--- src/rtl/owb_pkg.sv ---
`timescale 1ns / 1ps

package owb_pkg;

    localparam int unsigned CountW = 10;
    localparam int unsigned SlotW  = 8;
    localparam int unsigned IndexW = 3;

    typedef enum logic [1:0] {
        CMD_TICK  = 2'd0,
        CMD_RESET = 2'd1,
        CMD_WRITE = 2'd2,
        CMD_READ  = 2'd3
    } cmd_t;

    typedef enum logic [IndexW-1:0] {
        REG_RESET_LOW     = 3'd0,
        REG_PRESENCE_WAIT = 3'd1,
        REG_RESET_TAIL    = 3'd2,
        REG_SLOT_LOW      = 3'd3,
        REG_SAMPLE_WAIT   = 3'd4,
        REG_SLOT_TAIL     = 3'd5
    } reg_index_t;

    typedef enum logic [3:0] {
        PH_IDLE = 4'b0001,
        PH_LOW  = 4'b0010,
        PH_WAIT = 4'b0100,
        PH_TAIL = 4'b1000
    } phase_t;

    localparam logic [CountW-1:0] RESET_LOW_INIT     = 10'd480;
    localparam logic [CountW-1:0] PRESENCE_WAIT_INIT = 10'd66;
    localparam logic [CountW-1:0] RESET_TAIL_INIT    = 10'd414;
    localparam logic [SlotW-1:0]  SLOT_LOW_INIT      = 8'd1;
    localparam logic [SlotW-1:0]  SAMPLE_WAIT_INIT   = 8'd14;
    localparam logic [SlotW-1:0]  SLOT_TAIL_INIT     = 8'd45;

    localparam logic [7:0] READ_PATTERN = 8'hFF;
    localparam logic [2:0] LAST_BIT     = 3'd7;

    typedef struct packed {
        logic [1:0] command;
        logic [7:0] tx_byte;
        logic       line_level;
    } owb_in_t;

    typedef struct packed {
        logic       drive_low;
        logic       busy_res;
        logic       done_res;
        logic       presence;
        logic [7:0] rx_byte;
    } owb_out_t;

    typedef struct packed {
        logic [CountW-1:0] reset_low_ticks;
        logic [CountW-1:0] presence_wait_ticks;
        logic [CountW-1:0] reset_tail_ticks;
        logic [SlotW-1:0]  slot_low_ticks;
        logic [SlotW-1:0]  sample_wait_ticks;
        logic [SlotW-1:0]  slot_tail_ticks;
    } owb_cfg_t;

    function automatic logic [CountW-1:0] load_count(input logic [CountW-1:0] n);
        load_count = (n == '0) ? '0 : n - 10'd1;
    endfunction

endpackage

--- src/rtl/owb_core.sv ---
`timescale 1ns / 1ps

module owb_core (
    input  logic              clk,
    input  logic              rst_n,
    input  logic              en,
    input  owb_pkg::owb_cfg_t cfg,
    input  owb_pkg::owb_in_t  item,
    output owb_pkg::owb_out_t res
);

    owb_pkg::phase_t             phase_reg, phase_next;
    logic [owb_pkg::CountW-1:0]  tick_count_reg, tick_count_next;
    logic [2:0]                  bit_index_reg, bit_index_next;
    logic [7:0]                  shift_byte_reg, shift_byte_next;
    logic                        presence_reg, presence_next;
    logic                        slot_bit_reg, slot_bit_next;
    logic                        is_reset_reg, is_reset_next;
    logic [7:0]                  rx_hold_reg, rx_hold_next;

    logic                        end_now;
    logic                        end_bit;
    logic                        done_now;
    logic [owb_pkg::CountW-1:0]  tail;
    logic [7:0]                  shifted;

    always_comb
    begin
        phase_next      = phase_reg;
        tick_count_next = tick_count_reg;
        bit_index_next  = bit_index_reg;
        shift_byte_next = shift_byte_reg;
        presence_next   = presence_reg;
        slot_bit_next   = slot_bit_reg;
        is_reset_next   = is_reset_reg;
        rx_hold_next    = rx_hold_reg;
        end_now         = 1'b0;
        end_bit         = slot_bit_reg;
        done_now        = 1'b0;
        tail            = '0;
        shifted         = '0;

        unique case (phase_reg)
            owb_pkg::PH_IDLE:
            begin
                case (item.command) inside
                    owb_pkg::CMD_RESET:
                    begin
                        is_reset_next   = 1'b1;
                        phase_next      = owb_pkg::PH_LOW;
                        tick_count_next = owb_pkg::load_count(cfg.reset_low_ticks);
                    end
                    owb_pkg::CMD_WRITE, owb_pkg::CMD_READ:
                    begin
                        is_reset_next   = 1'b0;
                        shift_byte_next = (item.command == owb_pkg::CMD_WRITE)
                                          ? item.tx_byte : owb_pkg::READ_PATTERN;
                        bit_index_next  = '0;
                        slot_bit_next   = 1'b0;
                        phase_next      = owb_pkg::PH_LOW;
                        tick_count_next = owb_pkg::load_count(
                                              {2'b00, cfg.slot_low_ticks});
                    end
                    default:
                    begin
                    end
                endcase
            end
            owb_pkg::PH_LOW:
            begin
                if (tick_count_reg == '0)
                begin
                    phase_next      = owb_pkg::PH_WAIT;
                    tick_count_next = owb_pkg::load_count(is_reset_reg
                                          ? cfg.presence_wait_ticks
                                          : {2'b00, cfg.sample_wait_ticks});
                end
                else
                begin
                    tick_count_next = tick_count_reg - 10'd1;
                end
            end
            owb_pkg::PH_WAIT:
            begin
                if (tick_count_reg == '0)
                begin
                    if (is_reset_reg)
                    begin
                        presence_next = ~item.line_level;
                        tail          = cfg.reset_tail_ticks;
                    end
                    else
                    begin
                        end_bit       = shift_byte_reg[0] & item.line_level;
                        slot_bit_next = end_bit;
                        tail          = {2'b00, cfg.slot_tail_ticks};
                    end
                    if (tail == '0)
                    begin
                        end_now = 1'b1;
                    end
                    else
                    begin
                        phase_next      = owb_pkg::PH_TAIL;
                        tick_count_next = tail - 10'd1;
                    end
                end
                else
                begin
                    tick_count_next = tick_count_reg - 10'd1;
                end
            end
            owb_pkg::PH_TAIL:
            begin
                if (tick_count_reg == '0)
                begin
                    end_now = 1'b1;
                end
                else
                begin
                    tick_count_next = tick_count_reg - 10'd1;
                end
            end
            default:
            begin
                phase_next = owb_pkg::PH_IDLE;
            end
        endcase

        if (end_now)
        begin
            if (is_reset_reg)
            begin
                phase_next = owb_pkg::PH_IDLE;
                done_now   = 1'b1;
            end
            else
            begin
                shifted         = {end_bit, shift_byte_reg[7:1]};
                shift_byte_next = shifted;
                if (bit_index_reg == owb_pkg::LAST_BIT)
                begin
                    rx_hold_next   = shifted;
                    bit_index_next = '0;
                    phase_next     = owb_pkg::PH_IDLE;
                    done_now       = 1'b1;
                end
                else
                begin
                    bit_index_next  = bit_index_reg + 3'd1;
                    phase_next      = owb_pkg::PH_LOW;
                    tick_count_next = owb_pkg::load_count({2'b00, cfg.slot_low_ticks});
                end
            end
        end
    end

    always_comb
    begin
        if (phase_next == owb_pkg::PH_LOW)
            res.drive_low = 1'b1;
        else if (phase_next == owb_pkg::PH_IDLE || is_reset_next)
            res.drive_low = 1'b0;
        else
            res.drive_low = ~shift_byte_next[0];
        res.busy_res = (phase_next != owb_pkg::PH_IDLE);
        res.done_res = done_now;
        res.presence = presence_next;
        res.rx_byte  = rx_hold_next;
    end

    always_ff @(posedge clk or negedge rst_n)
    begin
        if (!rst_n)
        begin
            phase_reg      <= owb_pkg::PH_IDLE;
            tick_count_reg <= '0;
            bit_index_reg  <= '0;
            shift_byte_reg <= '0;
            presence_reg   <= 1'b0;
            slot_bit_reg   <= 1'b0;
            is_reset_reg   <= 1'b0;
            rx_hold_reg    <= '0;
        end
        else if (en)
        begin
            phase_reg      <= phase_next;
            tick_count_reg <= tick_count_next;
            bit_index_reg  <= bit_index_next;
            shift_byte_reg <= shift_byte_next;
            presence_reg   <= presence_next;
            slot_bit_reg   <= slot_bit_next;
            is_reset_reg   <= is_reset_next;
            rx_hold_reg    <= rx_hold_next;
        end
    end

`ifndef SYNTHESIS
    a_done_releases: assert property (@(posedge clk) disable iff (!rst_n)
        en && res.done_res |-> !res.busy_res && !res.drive_low)
        else $error("done beat while busy or driving");

    a_idle_tick_stays: assert property (@(posedge clk) disable iff (!rst_n)
        en && phase_reg == owb_pkg::PH_IDLE && item.command == owb_pkg::CMD_TICK
        |=> phase_reg == owb_pkg::PH_IDLE)
        else $error("idle tick left idle");

    a_reset_no_bits: assert property (@(posedge clk) disable iff (!rst_n)
        is_reset_reg |-> bit_index_reg == '0)
        else $error("bit index moved during bus reset");

    a_rx_stable_busy: assert property (@(posedge clk) disable iff (!rst_n)
        phase_reg != owb_pkg::PH_IDLE && !done_now |-> rx_hold_next == rx_hold_reg)
        else $error("received byte changed mid exchange");
`endif

endmodule

--- src/rtl/one_wire_bus_master.sv ---
`timescale 1ns / 1ps

// Channel   Signals                          Beat
// command   cmd_valid, cmd_stall, cmd_data   one tick: command, tx_byte, line_level
// result    res_valid, res_stall, res_data   one per tick: drive, busy, done, presence, rx
// config    wr_en, wr_index, wr_data         one register write per enabled edge
//
// One tick beat is taken every cycle unless cmd_stall holds it; its result beat appears
// in the next cycle from the result register.
// Bus timing is counted in tick beats, not clock cycles, by the phase counter.
// cmd_stall follows res_stall while a result beat is held in the register.
// Reset clears the phase state and loads the default timing registers.

module one_wire_bus_master (
    input  logic                        clk,
    input  logic                        rst_n,
    input  logic                        cmd_valid,
    output logic                        cmd_stall,
    input  owb_pkg::owb_in_t            cmd_data,
    output logic                        res_valid,
    input  logic                        res_stall,
    output owb_pkg::owb_out_t           res_data,
    input  logic                        wr_en,
    input  logic [owb_pkg::IndexW-1:0]  wr_index,
    input  logic [owb_pkg::CountW-1:0]  wr_data
);

    owb_pkg::owb_cfg_t  cfg_reg;
    owb_pkg::owb_out_t  res_reg;
    owb_pkg::owb_out_t  res_next;
    logic               res_valid_reg;
    logic               accept;

    assign cmd_stall = res_valid_reg & res_stall;
    assign accept    = cmd_valid & ~cmd_stall;
    assign res_valid = res_valid_reg;
    assign res_data  = res_reg;

    owb_core u_core (
        .clk   (clk),
        .rst_n (rst_n),
        .en    (accept),
        .cfg   (cfg_reg),
        .item  (cmd_data),
        .res   (res_next)
    );

    always_ff @(posedge clk or negedge rst_n)
    begin
        if (!rst_n)
        begin
            cfg_reg.reset_low_ticks     <= owb_pkg::RESET_LOW_INIT;
            cfg_reg.presence_wait_ticks <= owb_pkg::PRESENCE_WAIT_INIT;
            cfg_reg.reset_tail_ticks    <= owb_pkg::RESET_TAIL_INIT;
            cfg_reg.slot_low_ticks      <= owb_pkg::SLOT_LOW_INIT;
            cfg_reg.sample_wait_ticks   <= owb_pkg::SAMPLE_WAIT_INIT;
            cfg_reg.slot_tail_ticks     <= owb_pkg::SLOT_TAIL_INIT;
        end
        else if (wr_en)
        begin
            unique case (wr_index)
                owb_pkg::REG_RESET_LOW:     cfg_reg.reset_low_ticks     <= wr_data;
                owb_pkg::REG_PRESENCE_WAIT: cfg_reg.presence_wait_ticks <= wr_data;
                owb_pkg::REG_RESET_TAIL:    cfg_reg.reset_tail_ticks    <= wr_data;
                owb_pkg::REG_SLOT_LOW:      cfg_reg.slot_low_ticks      <= wr_data[7:0];
                owb_pkg::REG_SAMPLE_WAIT:   cfg_reg.sample_wait_ticks   <= wr_data[7:0];
                owb_pkg::REG_SLOT_TAIL:     cfg_reg.slot_tail_ticks     <= wr_data[7:0];
                default:
                begin
                end
            endcase
        end
    end

    always_ff @(posedge clk or negedge rst_n)
    begin
        if (!rst_n)
        begin
            res_valid_reg <= 1'b0;
        end
        else if (accept)
        begin
            res_valid_reg <= 1'b1;
        end
        else if (!res_stall)
        begin
            res_valid_reg <= 1'b0;
        end
    end

    always_ff @(posedge clk)
    begin
        if (accept)
        begin
            res_reg <= res_next;
        end
    end

endmodule

--- config.mk ---
export PLATFORM = sky130hd
export DESIGN_NAME = one_wire_bus_master
export DESIGN_NICKNAME = d
export VERILOG_FILES = /design/src/rtl/owb_pkg.sv /design/src/rtl/owb_core.sv /design/src/rtl/one_wire_bus_master.sv
export SDC_FILE = /design/constraint.sdc
export NUM_CORES = 1
export LEC_CHECK = 0
export BUFFER_PORTS_ARGS = -buffer_cell sky130_fd_sc_hd__buf_4
export CORE_ASPECT_RATIO = 1.1
export CORE_MARGIN = 4
export CORE_UTILIZATION = 30
export DETAILED_ROUTE_END_ITERATION = 6
export PLACE_DENSITY_LB_ADDON = 0.05
export SYNTH_ARGS = -nofsm -noshare
export SYNTH_HDL_FRONTEND = slang
export SYNTH_HIERARCHICAL = 1
export SYNTH_SLANG_ARGS = --single-unit
--- constraint.sdc ---
create_clock -name clk -period 6.2 [get_ports clk]
set_input_delay 1.55 -clock clk [delete_from_list [all_inputs] [get_ports clk]]
set_output_delay 1.55 -clock clk [all_outputs]
set_load 0.02 [all_outputs]
==> results.py <==
metrics = {
    "clocking": {
        "path_clk_slew_ps": 80,
        "post_cts_buffers": 0,
        "numCtsBuffers": 9,
        "clk_path_buf_depth": 2,
        "clk_latency_ps": 360,
        "cts_num_sinks": 103,
        "cts_tree": "yes",
        "post_cts_resized": 0,
        "cts.htree.levels": 3,
        "root_buffer": "clkbuf_16",
        "cts_hold_buf": 0,
    },
    "floorplan": {
        "ioPinCount": 43,
        "die-height_um": 162,
        "die-area_um2": 23900,
        "core_um2": 21200,
        "initial_utilization": 0.304,
        "rows": 56,
        "fp.dieW_um": 148,
    },
    "grt": {
        "grt.total_usage": 0.159,
        "grt_pass1_wl_um": 29500,
        "grt.overflow.total": 0,
        "grt_max_degree": 53,
        "grt_antenna_before_repair": 0,
        "grt_pass1_vias": 4853,
    },
    "power_and_ir_drop": {
        "p_leak_nw": 2.83,
        "power_density_nw_per_um2": 373,
        "power_mw": 2.73,
        "ir_worst_vdd_mv": 0.164,
    },
    "yosys": {
        "synth_cell_types": 86,
        "async_reset_ff_frac": 0.883,
        "syn_inst": 589,
        "yosysWarnings": 6,
        "netlist_area_um2": 6460,
        "synth_flop_cell": "dfrtp_1",
        "synth-edff-count": 12,
        "ys_seq_elements": 103,
        "avgSynthCellArea_um2": 11.0,
        "yosysSeqAreaShare": 0.413,
        "syn-num-nets": 626,
    },
    "finish": {
        "area_delta_synth_final_pct": 13.4,
        "antennaDiodeCount": 0,
        "instances_no_fill": 909,
        "post-route-util": 0.345,
        "postLayoutCellArea_um2": 7320,
        "largest_reg_flops": 54,
        "drive_gt1_frac": 0.300,
        "fin_nets": 651,
    },
    "sta": {
        "hold_viol": 0,
        "period_needed_ps": 3570,
        "fin_hold_ws_ps": 488,
        "setup-tns-final_ps": 0,
        "postLayoutSetupSlackWorst_ps": 2630,
        "worst_pin_slew_ps": 1080,
        "fmax_ghz": 0.280,
        "relSlewSlack": 0.276,
        "fin_skew_ps": 12.4,
        "slew_viol_final": 0,
        "setup_viol": 0,
        "fin_crit_sh": 0.576,
        "rsz0062_at_grt": "no",
    },
    "placed_design": {
        "portBuffers": 42,
        "hpwl_um": 13900,
        "placed_area_um2": 7000,
        "pre_cts_ws_ps": 2580,
        "dp.cells": 893,
        "gp_congestion": 0.885,
    },
    "route": {
        "postRouteAntennaNets": 0,
        "avgViaCountPerCell": 5.47,
        "vias": 4969,
        "drtIter0Drc": 315,
        "wirelength_um": 18900,
        "wl_per_cell_um": 20.8,
        "dr.pass1.iters": 5,
        "drc": 0,
    },
    "worst_setup_path": {
        "crit_type": "in -> out",
        "worstPathRequired_ps": 4650,
        "worstSetupStartpointType": "primary input",
        "r2r_cells": 8,
        "crit_arrival_ps": 2020,
        "cp_max_fo": 3,
        "worst_setup_path_end_kind": "primary output",
    },
    "hold_path": {
        "hold_depth": 2,
        "hold_class": "reg -> reg",
    },
    "run_status": {
        "status": "complete, no violations",
    },
    "job": {
        "drv_cap": 0,
    },
}
## synthesized netlist by cell type (12+ instances only)
| master | n | share of area |
|---|---|---|
| dfstp_2 | 21 | 0.085 |
| nor2_1 | 27 | 0.016 |
| mux2i_1 | 17 | 0.026 |
| clkbuf_1 | 13 | 0.0076 |
| edfxtp_1 | 12 | 0.056 |
| o22ai_1 | 12 | 0.012 |
| mux2_2 | 46 | 0.080 |
| mux2_4 | 28 | 0.065 |
| inv_1 | 20 | 0.012 |
| dfrtp_1 | 70 | 0.27 |
| nor3_1 | 25 | 0.019 |
| a21oi_1 | 18 | 0.014 |
| o21ai_0 | 23 | 0.018 |
| nand2_1 | 31 | 0.018 |
## worst paths after layout
path                                     startpoint  slack, ps               endpoint
worst min register to register  u_core/slot_bit_reg        490    u_core/slot_bit_reg
max in group asynchronous                     rst_n       3910             cfg_reg[1]
worst min-delay path            u_core/slot_bit_reg        490    u_core/slot_bit_reg
min in group asynchronous                     rst_n       1180  u_core/rx_hold_reg[2]
worst max-delay path                      res_stall       2630              cmd_stall
worst max register to register  u_core/is_reset_reg       2650  u_core/rx_hold_reg[3]
## cells by family (layout without fill, tap and decap cells)
logic type	count (synthesis)	in the layout	share of synthesized area
and+or+nand+nor	167	167	0.160
AOI/OAI and AO/OA	150	150	0.176
DFF	103	103	0.413
muxes	91	91	0.172
buffers and inverters	52	82	0.0405
xor gates and xnor gates	18	18	0.0244
adders and majority gates	8	8	0.0155
## cell type report
type                            instances  area, um2
Inverter                               20       75.1
Clock inverter                          7        100
Clock buffer                            9        225
Multi-Input combinational cell        434       3550
Tap cell                              290        363
Sequential cell                       103       2670
Timing Repair Buffer                   46        345
Fill cell                            2157      13900
## critical path, stage by stage
cell and delay (ps):
buf_4 110, and2_1 190, buf_4 170
## placed cells by master (no fill, tap or decap), drive strengths merged, types with 4 or more instances in the layout
cell      n
nor2b     7
nor4     12
o21a      5
a31oi    10
o211ai    6
clkbuf    9
edfxtp   12
o22ai    12
o31ai     4
nor4b     6
a221oi   12
buf      46
or3b      4
mux2i    17
inv      23
a21oi    19
or4       7
nand4     4
xnor2    11
nor3     25
nor2     28
a221o     4
ha        8
mux2     74
dfstp    21
a2bb2oi   7
or4b      6
xor2      7
o21ai    24
a211oi    5
a32o      5
or3      11
nand2    31
dfrtp    70
nand3     7
## layer usage
| layer | vias to the layer above | global-route usage | routed length, um |
|---|---|---|---|
| met1 | 2493 | 0.225 | 9070 |
| met4 | 0 | 0.0491 | 295 |
| li1 | 2334 | - | - |
| met3 | 20 | 0.0204 | 654 |
| met2 | 122 | 0.253 | 8890 |
| met5 | - | 0 | 0 |
## power breakdown
part | total (mW) | switching [mW] | internal [mW]
registers | 1.10 | 0.233 | 0.866
clock network | 0.629 | 0.302 | 0.327
logic | 0.999 | 0.541 | 0.458
total | 2.73 | 1.08 | 1.65
Power figures use the tool's default switching activity.
